File: src/hw/rtl/sdcr_pkg.sv
// Shared types and constants for the segment descriptor clock refill block.
package sdcr_pkg;

    localparam int DEF_DESCRIPTOR_COUNT = 32;
    localparam int DEF_PAGE_SHIFT       = 12;

    localparam int REQ_W       = 2;
    localparam int ADDR_W      = 24;
    localparam int ASN_W       = 8;
    localparam int IDX_W       = 5;
    localparam int FIELD_W     = 16;
    localparam int FIELD_SHIFT = 8;

    typedef enum logic [REQ_W-1:0] {
        REQ_FAULT  = 2'd0,
        REQ_ACCESS = 2'd1,
        REQ_CLEAR  = 2'd2
    } req_t;

    typedef enum logic [1:0] {
        ST_IDLE,
        ST_SCAN,
        ST_COMMIT
    } state_t;

    typedef struct packed {
        logic capture;
        logic access;
        logic clear;
        logic scan;
        logic commit;
    } dp_cmd_t;

    typedef struct packed {
        logic stop;
        logic out_free;
        logic ptr_zero;
    } dp_status_t;

endpackage

File: src/hw/rtl/sdcr_ctrl.sv
// Controller state machine: request decode, clock scan sequencing and result commit.
module sdcr_ctrl (
    input  logic                         clk,
    input  logic                         rst_n,
    input  logic                         in_valid,
    output logic                         in_ready,
    input  logic [sdcr_pkg::REQ_W-1:0]   req_type,
    input  sdcr_pkg::dp_status_t         status,
    output sdcr_pkg::dp_cmd_t            cmd
);
    import sdcr_pkg::*;

    state_t state_reg;
    state_t state_next;

    always_ff @(posedge clk or negedge rst_n)
    begin
        if (!rst_n)
        begin
            state_reg <= ST_IDLE;
        end
        else
        begin
            state_reg <= state_next;
        end
    end

    always_comb
    begin
        state_next = state_reg;
        cmd        = '0;
        in_ready   = 1'b0;
        case (state_reg)
            ST_IDLE:
            begin
                in_ready = 1'b1;
                if (in_valid)
                begin
                    case (req_type)
                        REQ_FAULT:
                        begin
                            cmd.capture = 1'b1;
                            state_next  = ST_SCAN;
                        end
                        REQ_ACCESS: cmd.access = 1'b1;
                        REQ_CLEAR:  cmd.clear  = 1'b1;
                        default:    ;  // drop unknown request
                    endcase
                end
            end
            ST_SCAN:
            begin
                // advance one descriptor per cycle until a victim is found
                cmd.scan = 1'b1;
                if (status.stop)
                begin
                    state_next = ST_COMMIT;
                end
            end
            ST_COMMIT:
            begin
                if (status.out_free)
                begin
                    cmd.commit = 1'b1;
                    state_next = ST_IDLE;
                end
            end
            default:
            begin
                state_next = ST_IDLE;
            end
        endcase
    end

endmodule

File: src/hw/rtl/sdcr_dp.sv
// Datapath: descriptor state, owner memory, address arithmetic and result register.
module sdcr_dp #(
    parameter int DESCRIPTOR_COUNT = sdcr_pkg::DEF_DESCRIPTOR_COUNT,
    parameter int PAGE_SHIFT       = sdcr_pkg::DEF_PAGE_SHIFT
) (
    input  logic                            clk,
    input  logic                            rst_n,
    input  sdcr_pkg::dp_cmd_t               cmd,
    output sdcr_pkg::dp_status_t            status,
    input  logic [sdcr_pkg::ADDR_W-1:0]     fault_address,
    input  logic [sdcr_pkg::ADDR_W-1:0]     segment_logical_base,
    input  logic [sdcr_pkg::ADDR_W-1:0]     segment_physical_start,
    input  logic [sdcr_pkg::ASN_W-1:0]      process_id,
    input  logic [sdcr_pkg::IDX_W-1:0]      accessed_descriptor,
    input  logic                            out_ready,
    output logic                            out_valid,
    output logic [sdcr_pkg::IDX_W-1:0]      descriptor_index,
    output logic [sdcr_pkg::ASN_W-1:0]      address_space_number,
    output logic [sdcr_pkg::FIELD_W-1:0]    logical_base_field,
    output logic [sdcr_pkg::FIELD_W-1:0]    logical_mask_field,
    output logic [sdcr_pkg::FIELD_W-1:0]    physical_base_field,
    output logic [sdcr_pkg::ASN_W-1:0]      evicted_owner,
    output logic                            victim_was_enabled
);
    import sdcr_pkg::*;

    localparam int PTR_W = $clog2(DESCRIPTOR_COUNT);
    localparam logic [PTR_W-1:0] PTR_LAST = PTR_W'(DESCRIPTOR_COUNT - 1);
    localparam logic [PTR_W-1:0] PTR_ONE  = PTR_W'(1);
    localparam logic [FIELD_W-1:0] PAGE_MASK =
        ~FIELD_W'((1 << (PAGE_SHIFT - FIELD_SHIFT)) - 1);

    logic [PTR_W-1:0]            ptr_reg;
    logic [PTR_W-1:0]            ptr_next;
    logic [DESCRIPTOR_COUNT-1:0] en_reg;
    logic [DESCRIPTOR_COUNT-1:0] en_next;
    logic [DESCRIPTOR_COUNT-1:0] used_reg;
    logic [DESCRIPTOR_COUNT-1:0] used_next;
    logic                        out_valid_reg;
    logic                        out_valid_next;

    logic [ADDR_W-1:0]  fault_reg;
    logic [ADDR_W-1:0]  phys_reg;
    logic [ASN_W-1:0]   asn_reg;
    logic               was_on_reg;
    logic [ASN_W-1:0]   owner_rd_reg;
    logic [ASN_W-1:0]   owner_mem [DESCRIPTOR_COUNT];

    logic [IDX_W-1:0]   idx_out_reg;
    logic [ASN_W-1:0]   asn_out_reg;
    logic [FIELD_W-1:0] lbase_out_reg;
    logic [FIELD_W-1:0] pbase_out_reg;
    logic [ASN_W-1:0]   evict_out_reg;
    logic               was_on_out_reg;

    logic [PTR_W-1:0]   cand;
    logic               hot;

    // next slot wraps past the last descriptor back to 1, skipping the supervisor
    assign cand = (ptr_reg >= PTR_LAST) ? PTR_ONE : ptr_reg + PTR_ONE;
    assign hot  = en_reg[cand] & used_reg[cand];

    assign status.stop     = ~hot;
    assign status.out_free = ~out_valid_reg | out_ready;
    assign status.ptr_zero = (ptr_reg == '0);

    always_comb
    begin
        ptr_next       = ptr_reg;
        en_next        = en_reg;
        used_next      = used_reg;
        out_valid_next = out_valid_reg;
        if (out_ready)
        begin
            out_valid_next = 1'b0;
        end
        if (cmd.access)
        begin
            for (int i = 0; i < DESCRIPTOR_COUNT; i++)
            begin
                if (int'(accessed_descriptor) == i)
                begin
                    used_next[i] = 1'b1;
                end
            end
        end
        if (cmd.clear)
        begin
            en_next     = '0;
            en_next[0]  = 1'b1;
            used_next[0] = 1'b0;
            ptr_next    = '0;
        end
        if (cmd.scan)
        begin
            ptr_next = cand;
            if (hot)
            begin
                used_next[cand] = 1'b0;
            end
        end
        if (cmd.commit)
        begin
            en_next[ptr_reg]   = 1'b1;
            used_next[ptr_reg] = 1'b0;
            out_valid_next     = 1'b1;
        end
    end

    always_ff @(posedge clk or negedge rst_n)
    begin
        if (!rst_n)
        begin
            ptr_reg       <= '0;
            en_reg        <= DESCRIPTOR_COUNT'(1);
            used_reg      <= '0;
            out_valid_reg <= 1'b0;
        end
        else
        begin
            ptr_reg       <= ptr_next;
            en_reg        <= en_next;
            used_reg      <= used_next;
            out_valid_reg <= out_valid_next;
        end
    end

    always_ff @(posedge clk)
    begin
        if (cmd.capture)
        begin
            fault_reg <= fault_address;
            asn_reg   <= process_id;
            phys_reg  <= fault_address - segment_logical_base + segment_physical_start;
        end
        // latch the victim's enable and its old owner as the scan stops
        if (cmd.scan && !hot)
        begin
            was_on_reg   <= en_reg[cand];
            owner_rd_reg <= owner_mem[cand];
        end
        if (cmd.commit)
        begin
            owner_mem[ptr_reg] <= asn_reg;
            idx_out_reg    <= IDX_W'(ptr_reg);
            asn_out_reg    <= asn_reg;
            lbase_out_reg  <= fault_reg[ADDR_W-1:FIELD_SHIFT] & PAGE_MASK;
            pbase_out_reg  <= phys_reg[ADDR_W-1:FIELD_SHIFT] & PAGE_MASK;
            evict_out_reg  <= was_on_reg ? owner_rd_reg : '0;
            was_on_out_reg <= was_on_reg;
        end
    end

    assign out_valid            = out_valid_reg;
    assign descriptor_index     = idx_out_reg;
    assign address_space_number = asn_out_reg;
    assign logical_base_field   = lbase_out_reg;
    assign logical_mask_field   = PAGE_MASK;
    assign physical_base_field  = pbase_out_reg;
    assign evicted_owner        = evict_out_reg;
    assign victim_was_enabled   = was_on_out_reg;

endmodule

File: src/hw/rtl/segment_descriptor_clock_refill.sv
// Segment descriptor refill with clock (second chance) victim choice.
// One request beat is taken at a time. Access and clear requests complete in the
// cycle they are accepted, and the block is ready again the next cycle. A page
// fault is captured, then the clock pointer visits k descriptors in the scan state
// (one per cycle through the enable/used bits, the last visit also reading
// the owner memory), between 1 and DESCRIPTOR_COUNT: one lap clears every used bit
// it passes, so the visit after it always stops. The commit state waits
// while an earlier result beat has not been taken. Results sit in an output
// register, so the next request is accepted while a result is pending.
module segment_descriptor_clock_refill #(
    parameter int DESCRIPTOR_COUNT = sdcr_pkg::DEF_DESCRIPTOR_COUNT,
    parameter int PAGE_SHIFT       = sdcr_pkg::DEF_PAGE_SHIFT
) (
    input  logic                            clk,
    input  logic                            rst_n,
    input  logic                            in_valid,
    output logic                            in_ready,
    input  logic [sdcr_pkg::REQ_W-1:0]      req_type,
    input  logic [sdcr_pkg::ADDR_W-1:0]     fault_address,
    input  logic [sdcr_pkg::ADDR_W-1:0]     segment_logical_base,
    input  logic [sdcr_pkg::ADDR_W-1:0]     segment_physical_start,
    input  logic [sdcr_pkg::ASN_W-1:0]      process_id,
    input  logic [sdcr_pkg::IDX_W-1:0]      accessed_descriptor,
    output logic                            out_valid,
    input  logic                            out_ready,
    output logic [sdcr_pkg::IDX_W-1:0]      descriptor_index,
    output logic [sdcr_pkg::ASN_W-1:0]      address_space_number,
    output logic [sdcr_pkg::FIELD_W-1:0]    logical_base_field,
    output logic [sdcr_pkg::FIELD_W-1:0]    logical_mask_field,
    output logic [sdcr_pkg::FIELD_W-1:0]    physical_base_field,
    output logic [sdcr_pkg::ASN_W-1:0]      evicted_owner,
    output logic                            victim_was_enabled
);
    import sdcr_pkg::*;

    dp_cmd_t    cmd;
    dp_status_t status;

    sdcr_ctrl u_ctrl (
        .clk      (clk),
        .rst_n    (rst_n),
        .in_valid (in_valid),
        .in_ready (in_ready),
        .req_type (req_type),
        .status   (status),
        .cmd      (cmd)
    );

    sdcr_dp #(
        .DESCRIPTOR_COUNT (DESCRIPTOR_COUNT),
        .PAGE_SHIFT       (PAGE_SHIFT)
    ) u_dp (
        .clk                    (clk),
        .rst_n                  (rst_n),
        .cmd                    (cmd),
        .status                 (status),
        .fault_address          (fault_address),
        .segment_logical_base   (segment_logical_base),
        .segment_physical_start (segment_physical_start),
        .process_id             (process_id),
        .accessed_descriptor    (accessed_descriptor),
        .out_ready              (out_ready),
        .out_valid              (out_valid),
        .descriptor_index       (descriptor_index),
        .address_space_number   (address_space_number),
        .logical_base_field     (logical_base_field),
        .logical_mask_field     (logical_mask_field),
        .physical_base_field    (physical_base_field),
        .evicted_owner          (evicted_owner),
        .victim_was_enabled     (victim_was_enabled)
    );

    // commit only overwrites the result register when it is free
    a_commit_free: assert property (@(posedge clk) disable iff (!rst_n)
        cmd.commit |-> status.out_free)
        else $error("result committed over an untaken beat");

    // the supervisor descriptor is never loaded
    a_no_supervisor: assert property (@(posedge clk) disable iff (!rst_n)
        cmd.commit |-> !status.ptr_zero)
        else $error("descriptor 0 chosen as victim");

    a_commit_shows: assert property (@(posedge clk) disable iff (!rst_n)
        cmd.commit |=> out_valid)
        else $error("committed result not presented");

    a_accept_quiet: assert property (@(posedge clk) disable iff (!rst_n)
        (in_valid && in_ready) |-> !(cmd.scan || cmd.commit))
        else $error("request accepted while a fault is in progress");

endmodule

File: config.mk
export PLATFORM = sky130hd
export DESIGN_NAME = segment_descriptor_clock_refill
export DESIGN_NICKNAME = d
export VERILOG_FILES = /design/src/hw/rtl/sdcr_pkg.sv /design/src/hw/rtl/sdcr_ctrl.sv /design/src/hw/rtl/sdcr_dp.sv /design/src/hw/rtl/segment_descriptor_clock_refill.sv
export SDC_FILE = /design/constraint.sdc
export NUM_CORES = 1
export LEC_CHECK = 0
export ABC_AREA = 1
export BUFFER_PORTS_ARGS = -buffer_cell sky130_fd_sc_hd__buf_2
export CORE_MARGIN = 10
export CORE_UTILIZATION = 35
export CTS_BUF_LIST = sky130_fd_sc_hd__clkbuf_4
export DETAILED_ROUTE_END_ITERATION = 12
export SLEW_MARGIN = 20
export SYNTH_ARGS = -nofsm -noshare
export SYNTH_HDL_FRONTEND = slang
export SYNTH_HIERARCHICAL = 1
export SYNTH_SLANG_ARGS = --single-unit
File: constraint.sdc
create_clock -name clk -period 12.25 [get_ports clk]
set_clock_uncertainty 0.05 [all_clocks]
set_input_delay 2.45 -clock clk [delete_from_list [all_inputs] [get_ports clk]]
set_output_delay 2.45 -clock clk [all_outputs]
set_load 0.01 [all_outputs]
; ---- After elaboration in Yosys (flattened, before gate mapping)
; Memories as Yosys holds them, arrays and structs flattened. A register that Yosys moved wholly into a read port is not among the register bits.
; Cells that the tools add are included.
[word_totals]
ff_bits = 175
mem_bits_rw = 256
in_bits = 91
out_inout_bits = 72
elab_cells = 149
memories = 1
[classes]
addsub = 3
magnitude_cmp = 5
eq_ne = 39
n_mux = 68
n_bitwise = 8
reduce_logical = 10
[mem_list]
columns = name, depth, width, read_ports, rd_ports_with_merged_regs, wr, line
row1 = u_dp.owner_mem, 32, 8, 1, 1, 1, sdcr_dp.sv:47  ; logic [ASN_W-1:0] owner_mem [DESCRIPTOR_COUNT];
[op_table]
columns = operator, n
row1 = 2-to-1 mux 32 bit, 6
row2 = "equality test 5 bit, second input constant", 16
row3 = bitwise AND 32 bit, 2
row4 = NOT 32 bit, 2
row5 = 2-to-1 mux 1 bit, 48
row6 = "equality test 5 x 4 -> 1 bit, second input constant", 8
row7 = bitwise OR 32 bit, 1
row8 = adder 24 bit, 1
row9 = subtractor 24 bit, 1
row10 = "equality test 5 x 3 -> 1 bit, second input constant", 4
row11 = 2-to-1 mux 5 bit, 3
row12 = "less-than comparator 5 x 6 -> 1 bit, second input constant", 2
row13 = binary-select mux 1 bit (select 5 bit), 2
row14 = demux 1 bit (select 5 bit), 2
row15 = "equality test 5 x 2 -> 1 bit, second input constant", 2
row16 = ">= comparator 5 x 1 -> 1 bit, second input constant", 2
row17 = 2-to-1 mux 2 bit, 4
row18 = "inequality test 2 bit, second input constant", 4
row19 = 2-to-1 mux 3 bit, 2
row20 = one-hot mux 2 bit (3 select lines), 1
row21 = "adder 5 x 1 -> 5 bit, second input constant", 1
row22 = "equality test 5 x 1 -> 1 bit, second input constant", 1
row23 = ">= comparator 5 bit, second input constant", 1
row24 = logical NOT 5 bit, 1
row25 = other kinds (10), 16

; ---- Depth between registers and ports, before layout
; Gate-level depths: netlist of the first run.
[depth]
ltp_word = 12
depth_mapped = 21
ltp_nobuf = 19

; ---- Hierarchy
; Netlist of the first run, hierarchy kept.
[modules_own_cells]
columns = mod, instances, cells_per_inst, area_per_inst_um2, seq_area_each_um2
row1 = sdcr_dp, 1, 1783, 19034.5, 12052.8
row2 = sdcr_ctrl, 1, 26, 151.4, 50.0

; ---- Worst setup path after synthesis of the first run
; Ideal clock, no wire load.
[synth_path]
path_kind = input to register
from = in out_ready
to = mem u_dp.owner_mem[30][0], enable pin
setup_time_ns = 0.374
t_arrival_ns = 5.926
required_ns = 11.826
slack_ns = 5.901
stages = 7
n_path_buf = 1
path_cell_list = inv_1 > nand2_1 > inv_1 > nor2_1 > nand2_1 > clkbuf_1 > nor2_1
[synth_lines]
columns = item, line
row1 = start: declaration, segment_descriptor_clock_refill.sv:25  ; input logic out_ready,
row2 = end: declaration, sdcr_dp.sv:47

; ---- Worst setup path after layout of the first run
[layout_path]
from = reg u_dp.ptr_reg[1]
to = reg u_dp.was_on_reg, enable pin
[layout_between]
elab_chain_len = 7
word_cells_on_any_way = 10
classes_between = 1 x add/sub / 1 x order compare / 5 x mux / 1 x bitwise / 2 x reduce/logical
[layout_rtl]
columns = item, line
row1 = start: declaration, sdcr_dp.sv:33  ; logic [PTR_W-1:0] ptr_reg;
row2 = start signal: assignment, sdcr_dp.sv:121  ; ptr_reg <= ptr_next;
row3 = adder 5 x 1 -> 5 bit or >= comparator 5 bit (tied branches), sdcr_dp.sv:60  ; assign cand = (ptr_reg >= PTR_LAST) ? PTR_ONE : ptr_reg + PTR_ONE;
row4 = 2-to-1 mux 5 bit (*), sdcr_dp.sv:60
row5 = binary-select mux 1 bit (select 5 bit), sdcr_dp.sv:61  ; assign hot = en_reg[cand] & used_reg[cand];
row6 = 2-to-1 mux 1 bit (implied by the code), sdcr_dp.sv:61
row7 = bitwise AND 1 bit (*), sdcr_dp.sv:61
row8 = logical NOT 1 bit (*), sdcr_dp.sv:137  ; if (cmd.scan && !hot)
row9 = logical AND 1 bit (*), sdcr_dp.sv:137
row10 = end signal: assignment, sdcr_dp.sv:139  ; was_on_reg <= en_reg[cand];
row11 = end: declaration, sdcr_dp.sv:45  ; logic was_on_reg;
; Every way passes the cells marked *; elsewhere a longest branch is shown, timed or not. The select of a mux whose other input is x is not followed.
; A chain may end at the register's enable or synchronous reset.

==> results of run 1 <==
cell type report:
class	instances	area, um^2	share of cell area, %
Clock inverter	33	206	0.947
Timing Repair Buffer	154	871	3.99
Antenna cell	2	5.00	0.0230
Sequential cell	415	12100	55.5
Clock buffer	150	1130	5.16
Multi-Input combinational cell	1110	5820	26.7
Tap cell	696	871	3.99
Inverter	214	810	3.71
metrics by stage:
stage | power, mW | worst slack, ps
after global placement | 3.18 | 7300
after detailed placement | 3.19 | 7260
after global routing | 4.65 | 7310
after floorplan | 2.79 | 5900
after CTS | 4.38 | 7600
final | 4.37 | 7570
metal layers:
layer / wire [um] / track usage, % / part of all wire (%)
met2: 26200 / 28.3 / 49
met5: 12 / 0 / 0.022
met1: 21500 / 19.8 / 40
met3: 4480 / 4.18 / 8.3
met4: 1520 / 7.25 / 2.8
power by group:
part	total, mW	internal (mW)	switching [mW]
clock network	1.17	0.608	0.562
registers	1.71	1.66	0.0506
logic	1.49	0.411	1.08
total	4.37	2.68	1.70
worst max-delay path, delay by kind of cell, from the launching register on:
| kind | cells | cell delay, ps |
|---|---|---|
| flops | 1 | 510 |
| buf+inv | 3 | 990 |
| compound gates | 1 | 630 |
| simple gates | 11 | 1550 |
| fa+ha+maj | 2 | 480 |
worst max-delay path by stage:
| stage | from | to | slack, ps |
|---|---|---|---|
| 2_1_floorplan | out_ready | u_dp/owner_mem[30][0]$_DFFE_PP_ | 5900 |
| 3_3_place_gp | fault_address[14] | u_dp/phys_reg[19]$_DFFE_PP_ | 7300 |
| 3_5_place_dp | fault_address[8] | u_dp/phys_reg[20]$_DFFE_PP_ | 7260 |
| 4_1_cts | u_dp/ptr_reg[0]$_DFFE_PN0P_ | u_dp/was_on_reg$_DFFE_PP_ | 7600 |
| 5_1_grt | u_dp/ptr_reg[1]$_DFFE_PN0P_ | u_dp/was_on_reg$_DFFE_PP_ | 7310 |
| 6_report | u_dp/ptr_reg[1]$_DFFE_PN0P_ | u_dp/was_on_reg$_DFFE_PP_ | 7570 |
cells in the final DEF, fill, tap and decap left out, types with 5 or more instances in the layout:
cell type / n
clkinv_2: 7
xor2_1: 9
clkinv_1: 18
buf_8: 5
nor2_1: 190
inv_1: 205
nand2_1: 404
nand4_1: 18
o21ai_1: 39
nor2_2: 8
o21ai_0: 113
o22ai_1: 15
conb_1: 24
fa_1: 22
dfrtp_1: 71
inv_2: 10
a21oi_1: 92
clkbuf_4: 150
nand3_2: 28
nor2_4: 8
o211ai_1: 41
nand3_1: 43
buf_4: 11
xnor2_1: 6
buf_2: 137
edfxtp_1: 343
ha_1: 28
==> impl_metrics.yaml, run 1 <==
routing:
  postRouteAntennaNets: 0
  drt-total-wl_um: 53800
  via_count: 13800
  dr.first_iter.drc_count: 1260
  drc_errors: 0
  dr.pass1.iters: 5
  wire_per_inst_um: 19.4
  viasPerCell: 4.99
clock_network:
  cts_tree: "built"
  cts_buffer_depth: 3
  cts_root_buffer: "clkbuf_4"
  cts-buffers-inserted: 107
  cts.repair.resized: 0
  clk_pin_slew_ps: 70
  post-cts-setup-buffers: 0
  cts_hold_buf: 0
  clock_latency_ps: 810
  htree_levels: 3
  cts_sinks: 415
min_path:
  whs_path_depth: 0
  hp-start: "u_dp/phys_reg[23]$_DFFE_PP_"
  hold_path_class: "register to register"
  hold_end: "u_dp/physical_base_field[15]$_DFFE_PP_"
sta:
  max_slew.worst_pin.slew_ps: 1110
  setup_viol: 0
  hold_viol: 0
  timing.fmax_mhz: 214
  finalSetupTns_ps: 0
  finalCritPeriodShare_pct: 38.2
  fin_hold_ws_ps: 364
  rsz0062_at_grt: "false"
  slew-limit-headroom_pct: 25.4
  finalMaxSlewViolations: 0
  period_minus_slack_ps: 4680
worst_setup_path:
  worstReg2RegEnd: "u_dp/was_on_reg$_DFFE_PP_"
  worstPathArrival_ps: 5050
  cp_slowest_cell: "a21oi_2"
  critPathMaxStageDelay_ps: 630
  required_ps: 12620
  crit_top_cell: "nand2_1"
  r2r_start: "u_dp/ptr_reg[1]$_DFFE_PN0P_"
  cp-start-kind: "register"
  crit_path_cell_trace: "ha_1 -> nand2_1 -> nor2_1 -> ha_1 -> clkinv_2 -> nand3_4 -> inv_2 -> buf_4 -> nand2_1 -> nand2_1 -> nand2_1 -> nand2_1 -> nand2_1 -> nand2_1 -> nor2_4 -> nand2_8 -> a21oi_2"
  criticalPathCategory: "register to register"
  crit_path_end_kind: "register"
  rrSetupSlack_ps: 7570
  cp_max_fo: 52
  reg2reg_depth: 17
power_and_ir_drop:
  p_per_area_nw_per_um2: 200
  power.leakage_nw: 8.81
  peakVddDrop_mv: 0.184
yosys:
  syn_area_um2: 19200
  yosysWarnings: 6
  avgSynthCellArea_um2: 10.6
  syn_inst: 1807
global_route:
  antenna_found_initial: 3
  overflow: 0
  track_usage_pct: 16.7
  grt_start_max_net_pins: 73
  grt_pass1_vias: 14400
  grt_pass1_wl_um: 82800
cells_and_area:
  num-fill-cells: 5333
  fin_area_um2: 21800
  layout-drive-gt1-share_pct: 18.4
  largest_reg_flops: 256
  final_cells: 2774
  final_core_util_pct: 40.4
  nets: 2143
  area_growth_pct: 13.7
floorplan:
  core_um2: 54000
  die_h_um: 254
  start_util_pct: 35.5
  die_w_um: 254
  rows: 85
  num_io_pins: 163
  die_area_um2: 64600
placement:
  port_buffers: 138
  dp.cells: 2588
  place_congestion: 0.927
  hpwlAfterDp_um: 35500
  dpl_cell_area_um2: 20400
flow_run:
  maxCapViolations: 0
outcome:
  outcome: "complete, no violations"
Note: power is estimated with default switching activity, not from simulation.
==> run 2, diff against run 1 <==
==> constraint.sdc (replaced) <==
create_clock -name clk -period 4.7 [get_ports clk]
set_clock_uncertainty 0.05 [all_clocks]
set_input_delay 0.94 -clock clk [delete_from_list [all_inputs] [get_ports clk]]
set_output_delay 0.94 -clock clk [all_outputs]
set_load 0.01 [all_outputs]
==> run 2 against run 1 <==
Effect of this change: global-route usage grew 0.19 points; critical path depth shrank 3; final cell count grew 1.1%; maximum frequency grew 16%; flip-flop and latch count is the same; setup slack lost 6900 ps; critical path type unchanged; die area is the same; sequential share of layout area shrank 0.46 points; non-clock buffer count grew 24.
==> impl_metrics.yaml, run 2 (synthesis results as in run 1) <==
sta:
  rsz0062_at_grt: "false"
  max_slew.worst_pin.slew_ps: 1140
  finalCritPeriodShare_pct: 86.0
  hold_viol: 0
  setup_viol: 0
  worst_slack_ps: 656
  finalMaxSlewViolations: 0
  timing.fmax_mhz: 247
  slew-limit-headroom_pct: 23.8
  finalSetupTns_ps: 0
  fin_hold_ws_ps: 212
  period_minus_slack_ps: 4040
global_route:
  overflow: 0
  grt_start_max_net_pins: 73
  grt_pass1_vias: 14100
  track_usage_pct: 16.9
  antenna_found_initial: 1
  grt_pass1_wl_um: 83200
flow_run:
  maxCapViolations: 0
power_and_ir_drop:
  power_frac_comb_pct: 33.6
  switchingPower_mw: 4.38
  peakVddDrop_mv: 0.418
  clock_power_share_pct: 27.0
  swShare_pct: 38.8
  internal-power_mw: 6.92
  p_seq_share_pct: 39.4
  power.leakage_nw: 8.93
  p_per_area_nw_per_um2: 514
  p_total_mw: 11.3
cells_and_area:
  largest_reg_flops: 256
  final_cell_mix: "nand2_1, edfxtp_1, inv_1"
  area_growth_pct: 14.7
  regArea_um2: 12100
  num-fill-cells: 5319
  final_cells: 2804
  multi_input_area_um2: 5810
  layout-drive-gt1-share_pct: 19.2
  nets: 2166
  final_common_cell: "nand2_1"
floorplan:
  rows: 85
  core_um2: 54000
  die_w_um: 254
  die_area_um2: 64600
  die_h_um: 254
  num_io_pins: 163
  start_util_pct: 35.5
clock_network:
  cts_buffer_depth: 3
  cts.repair.resized: 0
  clock_latency_ps: 830
  cts_tree: "built"
  cts_sinks: 415
  clk_pin_slew_ps: 70
  cts_root_buffer: "clkbuf_4"
  post-cts-setup-buffers: 0
  cts_hold_buf: 0
  htree_levels: 3
  cts-buffers-inserted: 106
worst_setup_path:
  cp-start-kind: "register"
  criticalPathCategory: "register to register"
  cp_max_fo: 64
  required_ps: 5370
  reg2reg_depth: 14
  worstPathArrival_ps: 4710
  crit_path_end_kind: "register"
routing:
  viasPerCell: 4.94
  drt-met1-wl_um: 22300
  wire_per_inst_um: 19.4
  drc_errors: 0
  via_count: 13800
  postRouteAntennaNets: 0
  dr.first_iter.drc_count: 1302
  drt-total-wl_um: 54500
  met2WireLength_um: 26400
  met3_length_um: 4460
  dr.pass1.iters: 5
  maxUsedRoutingLayer: "met4"
min_path:
  hold_path_class: "input port to async pin"
placement:
  pre_cts_ws_ps: 749
  port_buffers: 138
  hpwlAfterDp_um: 36100
  dp.cells: 2611
  place_congestion: 0.914
outcome:
  outcome: "complete, no violations"
==> run 2: cell types whose count changed in the layout (fill, tap and decap cells not counted), moves of 2 or more <==
| cell | change |
|---|---|
| inv_6 | +2 |
| inv_2 | -2 |
| clkinv_2 | -3 |
| clkbuf_4 | +4 |
| buf_4 | +26 |
| clkinv_1 | +9 |
| buf_8 | -3 |
==> run 2: critical path, cell delays in order (launching register included) <==
cell and delay, ps:
dfrtp_1 450, ha_1 250, nand2_1 70, nor2_1 100, ha_1 160, clkinv_2 280, nand3_4 380, inv_2 400
nor2_8 950, nand2_1 130, o21ai_1 160, a21oi_1 60, o21ai_1 270, nor2_1 80, nand2_1 70
==> run 2: stage by stage <==
| step | util [%] | area, um^2 |
|---|---|---|
| 2_1_floorplan | - | 19300 |
| 3_3_place_gp | 38.1 | 20600 |
| 3_5_place_dp | 38.2 | 20600 |
| 4_1_cts | 40.6 | 22000 |
| 5_1_grt | 40.7 | 22000 |
| 6_report | 40.7 | 22000 |
==> run 2: worst paths after layout <==
path                                        startpoint                               endpoint  slack [ps]
setup reg to reg           u_dp/ptr_reg[1]$_DFFE_PN0P_         u_dp/owner_rd_reg[5]$_DFFE_PP_         660
hold / removal                                   rst_n             u_dp/out_valid$_DFFE_PN0P_         210
max in group asynchronous                        rst_n             u_dp/used_reg[3]$_DFF_PN0_        3750
setup / recovery           u_dp/ptr_reg[1]$_DFFE_PN0P_         u_dp/owner_rd_reg[5]$_DFFE_PP_         660
min in group clk                         process_id[7]              u_dp/asn_reg[7]$_DFFE_PP_         230
hold reg to reg            u_dp/phys_reg[17]$_DFFE_PP_  u_dp/physical_base_field[9]$_DFFE_PP_         350
==> run 2: power by group through the flow <==
stage,logic (mW),clock network (mW),registers (mW)
floorplan,2.75,0,4.52
global placement,3.72,0,4.53
detailed placement,3.76,0,4.53
CTS,3.78,3.16,4.46
global route,4.19,3.34,4.48
finish,3.79,3.05,4.45
==> run 2: routing by layer <==
metal  vias up  track usage (%)
li1       6529                -
met1      6623             20.7
met2       606             28.1
met3        86             4.25
met4         0             6.53
met5         -                0
==> run 2: final cells by class <==
type                       count  share of cell area [%]
antenna                        1                  0.0114
tap                          696                    3.96
timing repair buffer         178                    4.77
sequential                   415                    55.0
multi-input combinational   1110                    26.4
inverter                     214                    3.68
clock inverter                36                   0.842
clock buffer                 154                    5.26
==> run 3, diff against run 2 <==
==> constraint.sdc (replaced) <==
create_clock -name clk -period 4.16 [get_ports clk]
set_clock_uncertainty 0.05 [all_clocks]
set_input_delay 0.832 -clock clk [delete_from_list [all_inputs] [get_ports clk]]
set_output_delay 0.832 -clock clk [all_outputs]
set_load 0.01 [all_outputs]
==> run 3 against run 2 <==
Effect of this change: critical path depth increased by 2; combinational power grew 17%; sequential power rose by 13%; design area is essentially flat; final cell count rose by 0.14%; highest routed layer is now met5; clock power up 7.2%; non-clock buffer count increased by 14.
==> impl_metrics.yaml, run 3 (synthesis results as in run 1) <==
worst_setup_path:
  reg2reg_depth: 16
  startpoint: "u_dp/ptr_reg[1]$_DFFE_PN0P_"
  worstReg2RegEnd: "u_dp/was_on_reg$_DFFE_PP_"
  cp_slowest_cell: "dfrtp_1"
  cp_max_fo: 84
  critical-path-top-delay-family: "simple AND/OR/NAND/NOR gates"
  critPathMaxStageDelay_ps: 450
  crit_top_cell: "nand2_1"
  worstPathArrival_ps: 4020
  crit_path_cell_trace: "ha_1 -> nand2_1 -> nor2_1 -> ha_1 -> clkinv_2 -> nand3_4 -> buf_12 -> o21ai_1 -> nand2_1 -> nand2_1 -> nand2_1 -> nand2_1 -> nor2_4 -> nand2_8 -> a21oi_2 -> buf_4"
  r2r_start: "u_dp/ptr_reg[1]$_DFFE_PN0P_"
  required_ps: 4620
  criticalPathCategory: "register to register"
  critical_path_depth: 16
  critPathBufInv: 3
  crit_path_end_kind: "register"
  cp-endpoint: "u_dp/was_on_reg$_DFFE_PP_"
  rrSetupSlack_ps: 600
  cp-start-kind: "register"
flow_run:
  maxCapViolations: 0
global_route:
  antenna_found_initial: 2
  overflow: 0
  grt_pass1_wl_um: 83500
  track_usage_pct: 16.9
  grt_start_max_net_pins: 85
  grt_pass1_vias: 14300
clock_network:
  cts_root_buffer: "clkbuf_4"
  cts_tree: "built"
  post-cts-setup-buffers: 0
  clk_pin_slew_ps: 70
  cts_hold_buf: 0
  cts_buffer_depth: 3
  cts.repair.resized: 0
  cts_sinks: 415
  htree_levels: 3
  clock_latency_ps: 840
  cts-buffers-inserted: 104
power_and_ir_drop:
  peakVddDrop_mv: 0.344
  power.leakage_nw: 8.94
  p_per_area_nw_per_um2: 579
min_path:
  hold_path_class: "input port to register"
floorplan:
  num_io_pins: 163
  die_w_um: 254
  start_util_pct: 35.5
  rows: 85
  core_um2: 54000
  die_h_um: 254
  die_area_um2: 64600
routing:
  viasPerCell: 4.96
  wire_per_inst_um: 19.5
  via_count: 13900
  drt-total-wl_um: 54700
  dr.pass1.iters: 6
  dr.first_iter.drc_count: 1273
  postRouteAntennaNets: 0
  drc_errors: 0
sta:
  setup_viol: 0
  max_slew.worst_pin.slew_ps: 1170
  slew-limit-headroom_pct: 21.4
  finalCritPeriodShare_pct: 85.5
  rsz0062_at_grt: "false"
  finalMaxSlewViolations: 0
  timing.fmax_mhz: 281
  finalSetupTns_ps: 0
  hold_viol: 0
  period_minus_slack_ps: 3560
outcome:
  outcome: "complete, no violations"
cells_and_area:
  final_common_cell: "nand2_1"
  nets: 2178
  area_growth_pct: 14.7
  final_cells: 2808
  largest_reg_flops: 256
  layout-drive-gt1-share_pct: 19.4
  final_cell_mix: "nand2_1, edfxtp_1, inv_1"
placement:
  port_buffers: 138
  hpwlAfterDp_um: 36300
  place_congestion: 0.930
  dp.cells: 2626
run 3: routing by layer:
| metal | vias to the layer above | track usage [%] | part of all wire [%] | wire length [um] |
|---|---|---|---|---|
| met1 | 6674 | 20.1 | 40 | 22100 |
| met3 | 120 | 4.61 | 8.3 | 4540 |
| met5 | - | 0 | 0.018 | 10 |
| met4 | 2 | 7.87 | 3.6 | 1990 |
| met2 | 600 | 28.2 | 48 | 26100 |
| li1 | 6538 | - | - | - |
run 3: final cells by class:
type | instances | area (um^2)
clock inverter | 36 | 164
sequential | 415 | 12100
tap | 696 | 871
multi-input combinational | 1110 | 5810
fill | 5255 | 32000
clock buffer | 144 | 1080
timing repair buffer | 192 | 1150
inverter | 214 | 810
antenna | 1 | 2.50
run 3: report_power, final:
group          total [mW]  switching (mW)  leakage, nW  internal, mW
clock                3.27            1.67        0.744          1.60
sequential           5.03           0.149         4.08          4.88
combinational        4.43            3.20         4.12          1.23
run 3: worst min path at each step:
stage	end	slack, ps	depth (start not counted)	from
finish	u_dp/asn_reg[1]$_DFFE_PP_	120	1	process_id[1]
global route	u_dp/asn_reg[1]$_DFFE_PP_	60	1	process_id[1]
CTS	u_dp/asn_reg[1]$_DFFE_PP_	20	1	process_id[1]
detailed placement	u_dp/physical_base_field[12]$_DFFE_PP_	360	0	u_dp/phys_reg[20]$_DFFE_PP_
global placement	u_dp/logical_base_field[9]$_DFFE_PP_	350	0	u_dp/fault_reg[17]$_DFFE_PP_
floorplan	u_dp/logical_base_field[10]$_DFFE_PP_	350	0	u_dp/fault_reg[18]$_DFFE_PP_
run 3: per-stage QoR:
step	utilization [%]	instance area (um^2)	hold WS, ps	setup slack (ps)	total power, mW
floorplan	-	19300	350	354	8.21
global placement	38.3	20700	350	771	9.46
detailed placement	38.4	20700	360	704	9.52
CTS	40.7	22000	21.7	636	12.8
global route	40.7	22000	57.8	316	13.5
finish	40.7	22000	118	602	12.7
